==> src/srq_pkg.sv <==
package srq_pkg;

  localparam int SRQ_DEPTH    = 64;
  localparam int SRQ_SEQ_BITS = 16;
  localparam int TAG_BITS     = 6;
  localparam int STATUS_BITS  = 3;

  localparam logic CMD_INSERT  = 1'b0;
  localparam logic CMD_DEQUEUE = 1'b1;

  localparam logic [STATUS_BITS-1:0] ST_INSERTED  = 3'd0;
  localparam logic [STATUS_BITS-1:0] ST_DUPLICATE = 3'd1;
  localparam logic [STATUS_BITS-1:0] ST_FULL      = 3'd2;
  localparam logic [STATUS_BITS-1:0] ST_DEQUEUED  = 3'd3;
  localparam logic [STATUS_BITS-1:0] ST_NOMATCH   = 3'd4;

  localparam logic [1:0] IDX_HOLD = 2'd0;
  localparam logic [1:0] IDX_ZERO = 2'd1;
  localparam logic [1:0] IDX_LAST = 2'd2;
  localparam logic [1:0] IDX_DEC  = 2'd3;

  localparam logic [1:0] POS_HOLD    = 2'd0;
  localparam logic [1:0] POS_ZERO    = 2'd1;
  localparam logic [1:0] POS_IDX_INC = 2'd2;

  typedef struct packed {
    logic                   load;
    logic [1:0]             idx_op;
    logic [1:0]             pos_op;
    logic                   shift_wr;
    logic                   put_wr;
    logic                   pop;
    logic                   res_load;
    logic [STATUS_BITS-1:0] res_code;
  } srq_cmd_t;

  typedef struct packed {
    logic deq;
    logic empty;
    logic full;
    logic seq_eq;
    logic seq_lt;
    logic idx_zero;
    logic idx_at_pos;
    logic idx_is_last;
  } srq_stat_t;

endpackage

==> src/sorted_reorder_queue.sv <==
// Channel   Dir  Signals                        Contents
// s_axis    in   tvalid tready tdata tuser      request: cmd, seq, tag
// m_axis    out  tvalid tready tdata tuser      result: status, out_seq, out_tag
//
// One request at a time; s_axis_tready is high only while idle.
// Full-queue inserts and empty-queue dequeues answer from the decide state; a dequeue
// checks the head entry; an insert scans down from the tail (a duplicate ends it), moves
// larger entries up a slot and writes the new entry. The result waits out output stalls.
// Synchronous reset empties the queue; entry contents are kept.
module sorted_reorder_queue
  import srq_pkg::*;
#(
  parameter int DEPTH    = SRQ_DEPTH,
  parameter int SEQ_BITS = SRQ_SEQ_BITS
) (
  input  logic                                    clk,
  input  logic                                    rst,
  input  logic                                    s_axis_tvalid,
  output logic                                    s_axis_tready,
  // seq [SEQ_BITS-1:0], tag, zero pad
  input  logic [((SEQ_BITS+TAG_BITS+7)/8)*8-1:0]  s_axis_tdata,
  // cmd
  input  logic                                    s_axis_tuser,
  output logic                                    m_axis_tvalid,
  input  logic                                    m_axis_tready,
  // out_seq [SEQ_BITS-1:0], out_tag, zero pad
  output logic [((SEQ_BITS+TAG_BITS+7)/8)*8-1:0]  m_axis_tdata,
  // status
  output logic [STATUS_BITS-1:0]                  m_axis_tuser
);

  localparam int DATA_W = ((SEQ_BITS + TAG_BITS + 7) / 8) * 8;

  srq_cmd_t  cmd;
  srq_stat_t stat;

  logic [SEQ_BITS-1:0] out_seq;
  logic [TAG_BITS-1:0] out_tag;

  srq_ctrl u_ctrl (
    .clk           (clk),
    .rst           (rst),
    .s_axis_tvalid (s_axis_tvalid),
    .s_axis_tready (s_axis_tready),
    .m_axis_tvalid (m_axis_tvalid),
    .m_axis_tready (m_axis_tready),
    .stat          (stat),
    .cmd           (cmd)
  );

  srq_datapath #(
    .DEPTH    (DEPTH),
    .SEQ_BITS (SEQ_BITS)
  ) u_datapath (
    .clk     (clk),
    .rst     (rst),
    .in_cmd  (s_axis_tuser),
    .in_seq  (s_axis_tdata[SEQ_BITS-1:0]),
    .in_tag  (s_axis_tdata[SEQ_BITS+TAG_BITS-1:SEQ_BITS]),
    .cmd     (cmd),
    .stat    (stat),
    .status  (m_axis_tuser),
    .out_seq (out_seq),
    .out_tag (out_tag)
  );

  assign m_axis_tdata = DATA_W'({out_tag, out_seq});

endmodule

==> src/srq_ctrl.sv <==
module srq_ctrl
  import srq_pkg::*;
(
  input  logic      clk,
  input  logic      rst,
  input  logic      s_axis_tvalid,
  output logic      s_axis_tready,
  output logic      m_axis_tvalid,
  input  logic      m_axis_tready,
  input  srq_stat_t stat,
  output srq_cmd_t  cmd
);

  localparam logic [2:0] S_IDLE   = 3'd0;
  localparam logic [2:0] S_DECIDE = 3'd1;
  localparam logic [2:0] S_DQ_CHK = 3'd2;
  localparam logic [2:0] S_SCAN   = 3'd3;
  localparam logic [2:0] S_SHIFT  = 3'd4;
  localparam logic [2:0] S_PUT    = 3'd5;
  localparam logic [2:0] S_RESP   = 3'd6;

  logic [2:0] state;
  logic [2:0] state_next;

  assign s_axis_tready = (state == S_IDLE);
  assign m_axis_tvalid = (state == S_RESP);

  always_ff @(posedge clk) begin
    if (rst) begin
      state <= S_IDLE;
    end else begin
      state <= state_next;
    end
  end

  always_comb begin
    state_next   = state;
    cmd          = '0;
    cmd.idx_op   = IDX_HOLD;
    cmd.pos_op   = POS_HOLD;
    cmd.res_code = ST_INSERTED;
    unique case (state)
      S_IDLE: begin
        if (s_axis_tvalid) begin
          cmd.load   = 1'b1;
          state_next = S_DECIDE;
        end
      end
      S_DECIDE: begin
        if (stat.deq) begin
          if (stat.empty) begin
            cmd.res_load = 1'b1;
            cmd.res_code = ST_NOMATCH;
            state_next   = S_RESP;
          end else begin
            cmd.idx_op = IDX_ZERO;
            state_next = S_DQ_CHK;
          end
        end else if (stat.full) begin
          cmd.res_load = 1'b1;
          cmd.res_code = ST_FULL;
          state_next   = S_RESP;
        end else if (stat.empty) begin
          cmd.pos_op = POS_ZERO;
          state_next = S_PUT;
        end else begin
          cmd.idx_op = IDX_LAST;
          state_next = S_SCAN;
        end
      end
      S_DQ_CHK: begin
        cmd.res_load = 1'b1;
        if (stat.seq_eq) begin
          cmd.pop      = 1'b1;
          cmd.res_code = ST_DEQUEUED;
        end else begin
          cmd.res_code = ST_NOMATCH;
        end
        state_next = S_RESP;
      end
      S_SCAN: begin
        if (stat.seq_eq) begin
          cmd.res_load = 1'b1;
          cmd.res_code = ST_DUPLICATE;
          state_next   = S_RESP;
        end else if (stat.seq_lt) begin
          cmd.pos_op = POS_IDX_INC;
          if (stat.idx_is_last) begin
            state_next = S_PUT;
          end else begin
            cmd.idx_op = IDX_LAST;
            state_next = S_SHIFT;
          end
        end else if (stat.idx_zero) begin
          cmd.pos_op = POS_ZERO;
          cmd.idx_op = IDX_LAST;
          state_next = S_SHIFT;
        end else begin
          cmd.idx_op = IDX_DEC;
        end
      end
      S_SHIFT: begin
        cmd.shift_wr = 1'b1;
        if (stat.idx_at_pos) begin
          state_next = S_PUT;
        end else begin
          cmd.idx_op = IDX_DEC;
        end
      end
      S_PUT: begin
        cmd.put_wr   = 1'b1;
        cmd.res_load = 1'b1;
        cmd.res_code = ST_INSERTED;
        state_next   = S_RESP;
      end
      S_RESP: begin
        if (m_axis_tready) begin
          state_next = S_IDLE;
        end
      end
      default: begin
        state_next = S_IDLE;
      end
    endcase
  end

endmodule

==> src/srq_datapath.sv <==
module srq_datapath
  import srq_pkg::*;
#(
  parameter int DEPTH    = SRQ_DEPTH,
  parameter int SEQ_BITS = SRQ_SEQ_BITS
) (
  input  logic                   clk,
  input  logic                   rst,
  input  logic                   in_cmd,
  input  logic [SEQ_BITS-1:0]    in_seq,
  input  logic [TAG_BITS-1:0]    in_tag,
  input  srq_cmd_t               cmd,
  output srq_stat_t              stat,
  output logic [STATUS_BITS-1:0] status,
  output logic [SEQ_BITS-1:0]    out_seq,
  output logic [TAG_BITS-1:0]    out_tag
);

  localparam int IDX_W = $clog2(DEPTH);
  localparam int CNT_W = $clog2(DEPTH + 1);
  localparam int ENT_W = SEQ_BITS + TAG_BITS;

  logic [ENT_W-1:0] mem [DEPTH];
  logic [ENT_W-1:0] rdata;

  logic                cur_cmd;
  logic [SEQ_BITS-1:0] cur_seq;
  logic [TAG_BITS-1:0] cur_tag;

  logic [IDX_W-1:0] head;
  logic [CNT_W-1:0] count;
  logic [IDX_W-1:0] idx;
  logic [IDX_W-1:0] idx_next;
  logic [IDX_W-1:0] pos;
  logic [IDX_W-1:0] idx_inc;

  logic [IDX_W-1:0] raddr;
  logic [IDX_W-1:0] waddr;
  logic [ENT_W-1:0] wdata;
  logic             we;

  logic [SEQ_BITS-1:0] rd_seq;
  logic [TAG_BITS-1:0] rd_tag;

  function automatic logic [IDX_W-1:0] phys(input logic [IDX_W-1:0] base,
                                             input logic [IDX_W-1:0] offs);
    logic [IDX_W:0] sum;
    sum = {1'b0, base} + {1'b0, offs};
    if (sum >= (IDX_W+1)'(DEPTH)) begin
      sum = sum - (IDX_W+1)'(DEPTH);
    end
    return sum[IDX_W-1:0];
  endfunction

  assign rd_seq  = rdata[ENT_W-1:TAG_BITS];
  assign rd_tag  = rdata[TAG_BITS-1:0];
  assign idx_inc = idx + IDX_W'(1);

  always_comb begin
    case (cmd.idx_op)
      IDX_ZERO: idx_next = '0;
      IDX_LAST: idx_next = IDX_W'(count - CNT_W'(1));
      IDX_DEC:  idx_next = idx - IDX_W'(1);
      default:  idx_next = idx;
    endcase
  end

  assign raddr = phys(head, idx_next);
  assign we    = cmd.shift_wr | cmd.put_wr;
  assign waddr = cmd.shift_wr ? phys(head, idx_inc) : phys(head, pos);
  assign wdata = cmd.shift_wr ? rdata : {cur_seq, cur_tag};

  always_ff @(posedge clk) begin
    if (we) begin
      mem[waddr] <= wdata;
    end
    rdata <= mem[raddr];
  end

  always_ff @(posedge clk) begin
    if (cmd.load) begin
      cur_cmd <= in_cmd;
      cur_seq <= in_seq;
      cur_tag <= in_tag;
    end
    idx <= idx_next;
    case (cmd.pos_op)
      POS_ZERO:    pos <= '0;
      POS_IDX_INC: pos <= idx_inc;
      default:     pos <= pos;
    endcase
    if (cmd.res_load) begin
      status <= cmd.res_code;
      if (cmd.res_code == ST_DEQUEUED) begin
        out_seq <= rd_seq;
        out_tag <= rd_tag;
      end else begin
        out_seq <= '0;
        out_tag <= '0;
      end
    end
  end

  always_ff @(posedge clk) begin
    if (rst) begin
      head  <= '0;
      count <= '0;
    end else if (cmd.pop) begin
      head  <= (head == IDX_W'(DEPTH - 1)) ? '0 : head + IDX_W'(1);
      count <= count - CNT_W'(1);
    end else if (cmd.put_wr) begin
      count <= count + CNT_W'(1);
    end
  end

  always_comb begin
    stat.deq         = (cur_cmd == CMD_DEQUEUE);
    stat.empty       = (count == '0);
    stat.full        = (count == CNT_W'(DEPTH));
    stat.seq_eq      = (rd_seq == cur_seq);
    stat.seq_lt      = (rd_seq < cur_seq);
    stat.idx_zero    = (idx == '0);
    stat.idx_at_pos  = (idx == pos);
    stat.idx_is_last = ((CNT_W'(idx) + CNT_W'(1)) == count);
  end

endmodule

==> config.mk <==
export PLATFORM = sky130hd
export DESIGN_NAME = sorted_reorder_queue
export DESIGN_NICKNAME = d
export VERILOG_FILES = /design/src/srq_pkg.sv /design/src/sorted_reorder_queue.sv /design/src/srq_ctrl.sv /design/src/srq_datapath.sv
export SDC_FILE = /design/constraint.sdc
export NUM_CORES = 1
export LEC_CHECK = 0
export ABC_AREA = 1
export BUFFER_PORTS_ARGS = -buffer_cell sky130_fd_sc_hd__buf_2
export CAP_MARGIN = 0
export CORE_UTILIZATION = 40
export CTS_BUF_LIST = sky130_fd_sc_hd__clkbuf_2 sky130_fd_sc_hd__clkbuf_4 sky130_fd_sc_hd__clkbuf_8
export DETAILED_ROUTE_END_ITERATION = 10
export MAX_ROUTING_LAYER = met4
export PLACE_DENSITY = 0.64
export SLEW_MARGIN = 25
export SYNTH_ARGS = -nofsm -noshare
export SYNTH_HDL_FRONTEND = slang
export SYNTH_SLANG_ARGS = --single-unit
==> constraint.sdc <==
create_clock -name clk -period 6.06 [get_ports clk]
set_input_delay 0.606 -clock clk [delete_from_list [all_inputs] [get_ports clk]]
set_output_delay 0.606 -clock clk [all_outputs]
set_load 0.1 [all_outputs]
# ---- Word-level counts from Yosys, hierarchy flattened
# Memories as Yosys holds them, arrays and structs flattened. A register that Yosys moved wholly into a read port is not among the register bits.
# Index checks and enable logic that the tools add are counted.
dict set report totals {
  latchBits 0
  wordCells 107
  ff_bits 76
  input_bits 29
  ram_bits 1408
  out_inout_bits 29
  romBits 0
  memories 1
}
dict set report classes {
  shifts 0
  n_mux 50
  n_reduce_logical 7
  n_bitwise 1
  n_addsub 12
  div 0
  mul 0
  n_eq_ne 21
  magnitude_cmp 4
}
# memory depth width rd rd_ports_with_merged_regs write_ports line_no
set mem_list {}
lappend mem_list {u_datapath.mem 64 22 1 1 1 srq_datapath.sv:23} ;# logic [ENT_W-1:0] mem [DEPTH];
# operator n
set op_table {}
lappend op_table {{$mux W3} 11}
lappend op_table {{$mux W6} 5}
lappend op_table {{$mux W4} 7}
lappend op_table {{$sub A6 B1 Y6 const B} 4}
lappend op_table {{$mux W22} 1}
lappend op_table {{$add A6 B6 Y7} 3}
lappend op_table {{$ge A7 B7 Y1 const B} 3}
lappend op_table {{$pmux W3 S6} 1}
lappend op_table {{$pmux W6 S3} 1}
lappend op_table {{$eq A16 B16 Y1} 1}
lappend op_table {{$lt A16 B16 Y1} 1}
lappend op_table {{$pmux W4 S4} 1}
lappend op_table {{$mux W7} 2}
lappend op_table {{$mux W1} 13}
lappend op_table {{$add A6 B1 Y6 const B} 2}
lappend op_table {{$pmux W6 S2} 1}
lappend op_table {{$mux W2} 5}
lappend op_table {{$eq A3 B2 Y1 const B} 3}
lappend op_table {{$eq A3 B3 Y1 const B} 3}
lappend op_table {{$add A6 B1 Y7 const B} 1}
lappend op_table {{$add A7 B1 Y7 const B} 1}
lappend op_table {{$eq A7 B7 Y1} 1}
lappend op_table {{$eq A7 B7 Y1 const B} 1}
lappend op_table {{$logic_not A7 Y1} 1}
lappend op_table {{17 further kinds} 22}

# ---- Depth between registers and ports, before layout
# Gate-level depths: netlist of run 1.
dict set report depth {
  depth_word 11
  depth_mapped 29
  depth_no_buf 28
}

# ---- Hierarchy
# A second synthesis of run 1 with hierarchy kept.
dict set report unflattened {
  hier_cells 6490
  hier_area_um2 65602.9
}
# module seq_area_each_um2 instances area_each_um2 cells_per_inst
set by_module_without_submodules {}
lappend by_module_without_submodules {srq_datapath 44722.9 1 65145.0 6408}
lappend by_module_without_submodules {srq_ctrl 60.1 1 439.2 79}
lappend by_module_without_submodules {sorted_reorder_queue 0.0 1 18.8 3}

# ---- Worst setup path before layout of run 1
# Ideal clock, no wire load.
dict set report synth_timing {
  kind {register to register}
  from {register u_datapath.count[0]}
  to {register u_datapath.out_seq[0] (enable)}
  n_path_buf 0
  setup_slack_ns 1.448
  arrival_time_ns 4.117
  setup_ns 0.496
  stages_incl_launch_ff 9
  t_required_ns 5.564
  period_less_slack_ns 4.612
  cell_sequence {dfxtp_1 inv_1 ha_1 nand2_2 nor2_4 nand3_2 nor2_1 nor2_1 o311ai_0}
}
# item line_no
set synth_rtl {}
lappend synth_rtl {{start, declared} srq_datapath.sv:31} ;# logic [CNT_W-1:0] count;
lappend synth_rtl {{start signal, assigned} srq_datapath.sv:110} ;# count <= count - CNT_W'(1);
lappend synth_rtl {{start signal, assigned} srq_datapath.sv:112} ;# count <= count + CNT_W'(1);
lappend synth_rtl {{end signal, assigned} srq_datapath.sv:95} ;# out_seq <= rd_seq;
lappend synth_rtl {{end, declared} srq_datapath.sv:15} ;# output logic [SEQ_BITS-1:0] out_seq,

# ---- Final worst setup path of run 1
dict set report layout_timing {
  from {register u_datapath.cur_seq[15]}
  to {register u_datapath.rdata[12] (read register of u_datapath.mem)}
}
dict set report layout_between {
  elab_chain_cells 9
  elab_cells_between_ends 13
  cone_classes {2 x add/sub; 2 x order compare; 4 x eq/ne; 5 x mux}
}
# item line_no
set layout_rtl {}
lappend layout_rtl {{start, declared} srq_datapath.sv:27} ;# logic [SEQ_BITS-1:0] cur_seq;
lappend layout_rtl {{start signal, assigned} srq_datapath.sv:83} ;# cur_seq <= in_seq;
lappend layout_rtl {{$lt A16 B16 Y1} srq_datapath.sv:121} ;# stat.seq_lt = (rd_seq < cur_seq);
lappend layout_rtl {{$mux W4} srq_ctrl.sv:86} ;# end else if (stat.seq_lt) begin
lappend layout_rtl {{$mux W4 (*)} srq_ctrl.sv:82} ;# if (stat.seq_eq) begin
lappend layout_rtl {{$pmux W2 S3 (*)} srq_ctrl.sv:42} ;# unique case (state)
lappend layout_rtl {{$eq A2 B2 Y1 / $eq A2 B1 Y1 (equally long branches)} srq_datapath.sv:60} ;# case (cmd.idx_op)
lappend layout_rtl {{$pmux W6 S3 (*)} srq_datapath.sv:60}
lappend layout_rtl {{via u_datapath.idx_next[0]} srq_datapath.sv:33} ;# logic [IDX_W-1:0] idx_next;
lappend layout_rtl {{$add A6 B6 Y7 (*)} srq_datapath.sv:48} ;# sum = {1'b0, base} + {1'b0, offs};
lappend layout_rtl {{$sub A6 B1 Y6 / $ge A7 B7 Y1 (equally long branches)} {srq_datapath.sv:50, srq_datapath.sv:49}}
lappend layout_rtl {{$mux W6 (*)} srq_datapath.sv:49} ;# if (sum >= (IDX_W+1)'(DEPTH)) begin
lappend layout_rtl {{end, declared} srq_datapath.sv:24} ;# logic [ENT_W-1:0] rdata;
# Mark *: on every way through the listed nets, which the timed path passes. The rest lies on a longest branch.
# A chain may end at the register's enable or synchronous reset.

==> flow_metrics.py, run 1 <==
metrics = {
    "clocking": {
        "cts_tree": "built",
        "ctsRootBufferMaster": "clkbuf_8",
        "cts.sinks": 1506,
        "clk_pin_slew_ps": 60,
        "clk-insertion-delay-late_ps": 950,
        "clk_path_buf_depth": 3,
        "htreeDepth": 4,
        "numCtsBuffers": 236,
        "postCtsSetupRepairBufs": 0,
    },
    "timing": {
        "maxSlewViolCount": 0,
        "fin_crit_sh_pct": 89.9,
        "finalHoldViolations": 0,
        "tns_ps": 0,
        "setup_viol": 0,
        "tightest_slew_ps": 1090,
        "skew_ps": 41.1,
        "fmax_ghz": 0.184,
        "slew_headroom_pct": 27.2,
        "timing.hold.ws_ps": 269,
        "rsz0062_at_grt": "no",
        "final.min_clock_period_ps": 5450,
    },
    "yosys": {
        "ys_types": 48,
        "synthArstFlopShare_pct": 0,
        "netlist_area_um2": 60900,
        "synth-seq-cells": 1506,
        "synth_top_cell_by_area": "edfxtp_1",
        "synth-main-ff-cell": "edfxtp_1",
        "syn_avg_cell_area_um2": 14.7,
        "synth_most_common_cell": "edfxtp_1",
        "ys_seq_area_share_pct": 73.5,
        "synthesis.instances": 4153,
        "synth_warnings": 0,
        "synth.area.top_cells": "edfxtp_1 (72%), mux2i_1 (5.8%), o221ai_1 (5.1%), o21ai_0 (3.3%), nor2_1 (3.0%)",
        "synth_top_area_share_pct": 72.0,
        "synth-edff-count": 1462,
        "synth_common_cells": "edfxtp_1 (1462), nor2_1 (482), o21ai_0 (402)",
    },
    "die": {
        "start_util_pct": 40.5,
        "rows": 142,
        "core_area_um2": 150000,
        "fp.dieH_um": 392,
        "ios": 58,
        "die-area_um2": 154000,
        "dieWidth_um": 392,
    },
    "routing": {
        "final_antenna_net_count": 0,
        "avgViaCountPerCell": 5.58,
        "wl_per_cell_um": 23.7,
        "first_iter_violations": 3994,
        "first_pass_iters": 6,
        "wirelength_mm": 156,
        "vias": 36700,
        "drc_errors": 0,
    },
    "worst_setup_path": {
        "reg2reg_from": "u_datapath.cur_seq[15]$_DFFE_PP_",
        "end_kind": "flop",
        "crit_arrival_ps": 6340,
        "cp_max_fo": 47,
        "path_class": "flop to flop",
        "r2r_end": "u_datapath.rdata[12]$_DFF_P_",
        "cp.required_ps": 6950,
        "worst_setup_path_start_kind": "flop",
        "reg2reg_slack_ps": 610,
        "reg2regPathDepth": 26,
    },
    "layout": {
        "layout.nets": 4426,
        "drive_above_1_share_pct": 17.0,
        "areaGrowthSynthToFinish_pct": 14.1,
        "post-route-util_pct": 46.2,
        "fillers": 13000,
    },
    "grt": {
        "grt_max_degree": 132,
        "antenna_found_initial": 2,
        "grt_pass1_vias": 35400,
        "grt_pass1_wl_mm": 228,
        "grt_overflow": 0,
        "grt.total_usage_pct": 20.5,
    },
    "worst_hold_path": {
        "hp-class": "primary input to flop",
        "min_path_cells": 6,
        "min_to": "u_ctrl.state[0]$_SDFFE_PP0P_",
        "hp-start": "s_axis_tvalid",
    },
    "placed_design": {
        "hpwl_mm": 88.5,
        "port_buffers": 53,
        "place_congestion": 0.883,
    },
    "job": {
        "drv_cap": 0,
    },
    "outcome": {
        "status": "completed",
    },
}
-- layout make-up --
cell class	instances	area (um2)	area share (%)
sequential	1506	44800	64.4
multi-input combinational	2242	14900	21.4
clock buffer	323	3930	5.65
tap	2016	2520	3.63
timing repair buffer	252	2230	3.21
clock inverter	107	686	0.986
inverter	124	480	0.691
antenna	2	5.00	0.00720
-- layer usage --
metal	GRT usage, %	up-vias	wire [um]	share of wire (%)
li1	-	16500	-	-
met1	27.0	18600	65800	42
met2	32.1	1309	74400	48
met3	4.13	230	11400	7.3
met4	6.15	0	4110	2.6
met5	-	-	0	0
-- worst max-delay path by stage --
stage	cells past startpoint	end	start
floorplan	8	u_datapath.out_seq[0]$_SDFFCE_PP0P_	u_datapath.count[0]$_SDFFE_PP0P_
global placement	26	u_datapath.rdata[12]$_DFF_P_	u_datapath.cur_seq[15]$_DFFE_PP_
detailed placement	26	u_datapath.rdata[12]$_DFF_P_	u_datapath.cur_seq[15]$_DFFE_PP_
CTS	26	u_datapath.rdata[12]$_DFF_P_	u_datapath.cur_seq[15]$_DFFE_PP_
global route	25	u_datapath.rdata[15]$_DFF_P_	u_datapath.cur_seq[11]$_DFFE_PP_
finish	26	u_datapath.rdata[12]$_DFF_P_	u_datapath.cur_seq[15]$_DFFE_PP_
-- cell usage in the layout (no fill, tap or decap), drive strengths merged, types with 6 or more instances in the layout --
cell type / instances
edfxtp: 1462
nor2: 495
o21ai: 403
o221ai: 353
mux2i: 352
clkbuf: 323
nand3: 255
buf: 228
nand2: 174
inv: 127
clkinv: 93
a31oi: 47
dfxtp: 44
a21boi: 44
ha: 33
a21oi: 30
dlygate4sd3: 24
xor2: 15
nor3: 12
bufinv: 7
nand4: 6
-- logic make-up after synthesis --
logic type | Yosys count | synth area share [%]
and+or+nand+nor | 946 | 6.98
AOI/OAI and AO/OA | 889 | 9.83
muxes | 352 | 5.78
buffers and inverters | 406 | 2.87
xor gates and xnor gates | 18 | 0.296
other | 1 | 0.00615
adders and majority gates | 35 | 0.743
DFF | 1506 | 73.5
-- registers in the layout, summed over array words and instances (netlist names), 6 cells and up --
| name | cells |
|---|---|
| u_datapath.count | 7 |
| u_datapath.head | 6 |
| u_datapath.rdata | 22 |
| u_datapath.mem | 1408 |
| u_datapath.pos | 6 |
| u_datapath.cur_tag | 6 |
| u_datapath.out_seq | 16 |
| u_datapath.cur_seq | 16 |
| u_datapath.idx | 6 |
| u_datapath.out_tag | 6 |
-- worst max-delay path, cell delays in order, from the launching register on --
cell and delay [ps]:
edfxtp_1 320, inv_1 120, ha_1 330, nand2_1 80
nor2_2 140, nand2_1 120, nor2_1 110, nand2_1 90
nand2_2 120, inv_2 50, nand2_1 100, nand2_2 110
nor2_8 200, nand2_1 60, o21ai_0 70, a31oi_1 130
ha_4 240, fa_4 850, buf_12 230, buf_4 280
o21ai_0 110, o221ai_1 270, nand3_1 300, nand3_1 350
a21boi_1 370, nand3_2 100, nand2_1 80
-- what timing repair did --
item / CTS / global route
hold buffers: 24 / 0
setup endpoints to repair: 0 / 0
gates resized for setup: 0 / 0
endpoints found under the hold margin: 28 / 0
-- metrics by stage --
step	setup WS [ps]	cell area [um2]	instances
after floorplan	1450	60900	4154
after global routing	365	69500	6571
after CTS	656	69400	6567
after detailed placement	662	64600	6113
after global placement	704	64600	6113
final	611	69500	6572
Power of run 1 is not shown: default switching activity piles up to over one toggle a cycle in this logic, so the estimate is an artifact.
==> inputs of run 2 (changes only) <==
--- a/config.mk
+++ b/config.mk
@@ -13,5 +13,5 @@
 export DETAILED_ROUTE_END_ITERATION = 10
 export MAX_ROUTING_LAYER = met4
-export PLACE_DENSITY = 0.64
+export PLACE_DENSITY = 0.66
 export SLEW_MARGIN = 25
 export SYNTH_ARGS = -nofsm -noshare
==> constraint.sdc (replaced) <==
create_clock -name clk -period 4.6 [get_ports clk]
set_input_delay 0.92 -clock clk [delete_from_list [all_inputs] [get_ports clk]]
set_output_delay 0.92 -clock clk [all_outputs]
set_load 0.1 [all_outputs]
==> run 2 against run 1 <==
Compared with the run above:
- the run now ends with setup timing left
- maximum frequency is 10% higher
- critical path depth rose by 1
- die area stayed put
- core utilization is 4.0 points higher
- setup slack lost 950 ps
- sequential share of layout area shrank 5.2 points
- hold slack lost 120 ps
- register-to-register slack worse by 950 ps
- first-iteration DRC count up 20%
- final area grew 8.7%
- highest routed layer unchanged
==> flow_metrics.py, run 2 (synthesis gave the netlist of run 1 again) <==
metrics = {
    "outcome": {
        "status": "finished, violations left",
        "violations": "setup timing",
    },
    "timing": {
        "tns_ps": -5430,
        "worst_slack_ps": -342,
        "fmax_ghz": 0.202,
        "setup_viol": 22,
        "fin_crit_sh_pct": 107,
        "finalHoldViolations": 0,
        "skew_ps": 58.9,
        "rsz0062_at_grt": "yes",
        "maxSlewViolCount": 0,
        "tightest_slew_ps": 1120,
        "slew_headroom_pct": 24.9,
        "timing.hold.ws_ps": 147,
        "final.min_clock_period_ps": 4940,
    },
    "placed_design": {
        "dpl-instance-area_um2": 67500,
        "hpwl_mm": 97.9,
        "place_ws_ps": -556,
        "place_congestion": 0.891,
        "port_buffers": 53,
    },
    "clocking": {
        "cts.sinks": 1506,
        "clk-insertion-delay-late_ps": 950,
        "ctsRootBufferMaster": "clkbuf_8",
        "cts_tree": "built",
        "clk_path_buf_depth": 3,
        "clk_pin_slew_ps": 70,
        "htreeDepth": 4,
        "numCtsBuffers": 235,
    },
    "die": {
        "ios": 58,
        "core_area_um2": 150000,
        "rows": 142,
        "start_util_pct": 40.5,
        "dieWidth_um": 392,
        "die-area_um2": 154000,
        "fp.dieH_um": 392,
    },
    "layout": {
        "areaGrowthSynthToFinish_pct": 24.0,
        "largest_reg_flops": 1408,
        "layout.nets": 4749,
        "layout_commonest_cell": "edfxtp_1",
        "most-common-layout-cells": "edfxtp_1 (1462), nor2_1 (414), mux2i_1 (352), o21ai_0 (326), buf_4 (309)",
        "top_regs": "u_datapath.mem: 1408 flops, u_datapath.rdata: 22 flops",
        "fillers": 12300,
        "top_register": "u_datapath.mem",
        "stdcell_area_um2": 75600,
        "drive_above_1_share_pct": 27.7,
    },
    "grt": {
        "grt_pass1_vias": 37500,
        "antenna_found_initial": 6,
        "grt_overflow": 0,
        "grt_max_degree": 69,
        "grt.total_usage_pct": 21.7,
        "grt_pass1_wl_mm": 240,
    },
    "worst_setup_path": {
        "path_class": "flop to flop",
        "endpoint": "u_datapath.rdata[3]$_DFF_P_",
        "cp.required_ps": 5460,
        "r2r_end": "u_datapath.rdata[3]$_DFF_P_",
        "reg2reg_slack_ps": -340,
        "crit_arrival_ps": 5810,
        "worst_setup_path_start_kind": "flop",
        "reg2reg_from": "u_datapath.cur_seq[13]$_DFFE_PP_",
        "end_kind": "flop",
        "cp_max_fo": 16,
        "critPathLaunch": "u_datapath.cur_seq[13]$_DFFE_PP_",
        "reg2regPathDepth": 27,
    },
    "routing": {
        "avgViaCountPerCell": 5.65,
        "vias": 39000,
        "wl_per_cell_um": 24.6,
        "first_pass_iters": 6,
        "final_antenna_net_count": 0,
        "wirelength_mm": 169,
        "drc_errors": 0,
        "first_iter_violations": 4776,
    },
    "worst_hold_path": {
        "hp-class": "primary input to flop",
    },
    "job": {
        "drv_cap": 0,
    },
}
-- run 2: cell types whose count changed in the layout (fill, tap and decap cells not counted), moves of 31 or more --
cell,change
nand3_2,+68
buf_4,+165
o221ai_2,+47
o21ai_0,-54
buf_12,+96
nand3_1,-87
o21ai_1,+31
o221ai_1,-49
-- run 2: layout make-up --
class,instances,area [um2],area share [%]
Clock buffer,322,3930,5.19
Timing Repair Buffer,575,6920,9.16
Multi-Input combinational cell,2242,16300,21.5
Timing Repair inverter,1,5.00,0.00662
Tap cell,2016,2520,3.34
Clock inverter,108,674,0.892
Sequential cell,1506,44800,59.3
Antenna cell,3,7.51,0.00993
Inverter,124,484,0.641
-- run 2: worst max-delay path, cell delays in order (launching register included) --
cell and delay, ps:
edfxtp_1 430, inv_2 90, ha_4 280, nand2_4 50, nor2_4 110, nand2_2 100, buf_4 150, inv_1 70
nand2_1 80, nand2_2 110, nand3_4 90, nand2_4 100, nor2_8 50, buf_6 120, a31oi_4 250, ha_4 190
fa_4 670, buf_12 170, clkbuf_16 170, clkbuf_16 160, bufbuf_16 290, o221ai_1 240, nand3_2 220, nand3_4 190
a21boi_4 200, buf_4 120, nand3_2 100, nand2_1 80
-- run 2: worst min-delay path by stage --
stage                                                 from                               end  slack [ps]  cells past startpoint
final                                     s_axis_tdata[11]  u_datapath.cur_seq[11]$_DFFE_PP_         150                      1
after floorplan           u_datapath.count[6]$_SDFFE_PP0P_  u_datapath.count[6]$_SDFFE_PP0P_         490                      1
after detailed placement  u_datapath.count[6]$_SDFFE_PP0P_  u_datapath.count[6]$_SDFFE_PP0P_         530                      1
after CTS                                     s_axis_tuser      u_datapath.cur_cmd$_DFFE_PP_          40                      1
after global placement    u_datapath.count[6]$_SDFFE_PP0P_  u_datapath.count[6]$_SDFFE_PP0P_         500                      1
after global routing                      s_axis_tdata[19]   u_datapath.cur_tag[3]$_DFFE_PP_          80                      1
-- run 2: timing repair --
action,4_1_cts,5_1_grt
setup buffers,39,40
hold buffers,0,0
resized for setup,194,229
setup endpoints to repair,22,31
pin swaps,68,161
cloned,12,24
-- run 2: stage by stage --
step | instances | util [%]
after floorplan | 4154 | -
after global placement | 6349 | 44.9
after detailed placement | 6349 | 44.9
after CTS | 6826 | 48.9
after global routing | 6897 | 50.2
final | 6897 | 50.2
-- run 2: routing by layer --
metal,track usage [%],up-vias,wire (um)
li1,-,17200,-
met1,28.3,19600,68200
met2,34.0,1899,80700
met3,3.88,271,15000
met4,7.85,0,5480
met5,-,-,0
Power of run 2 is left out for the same reason.
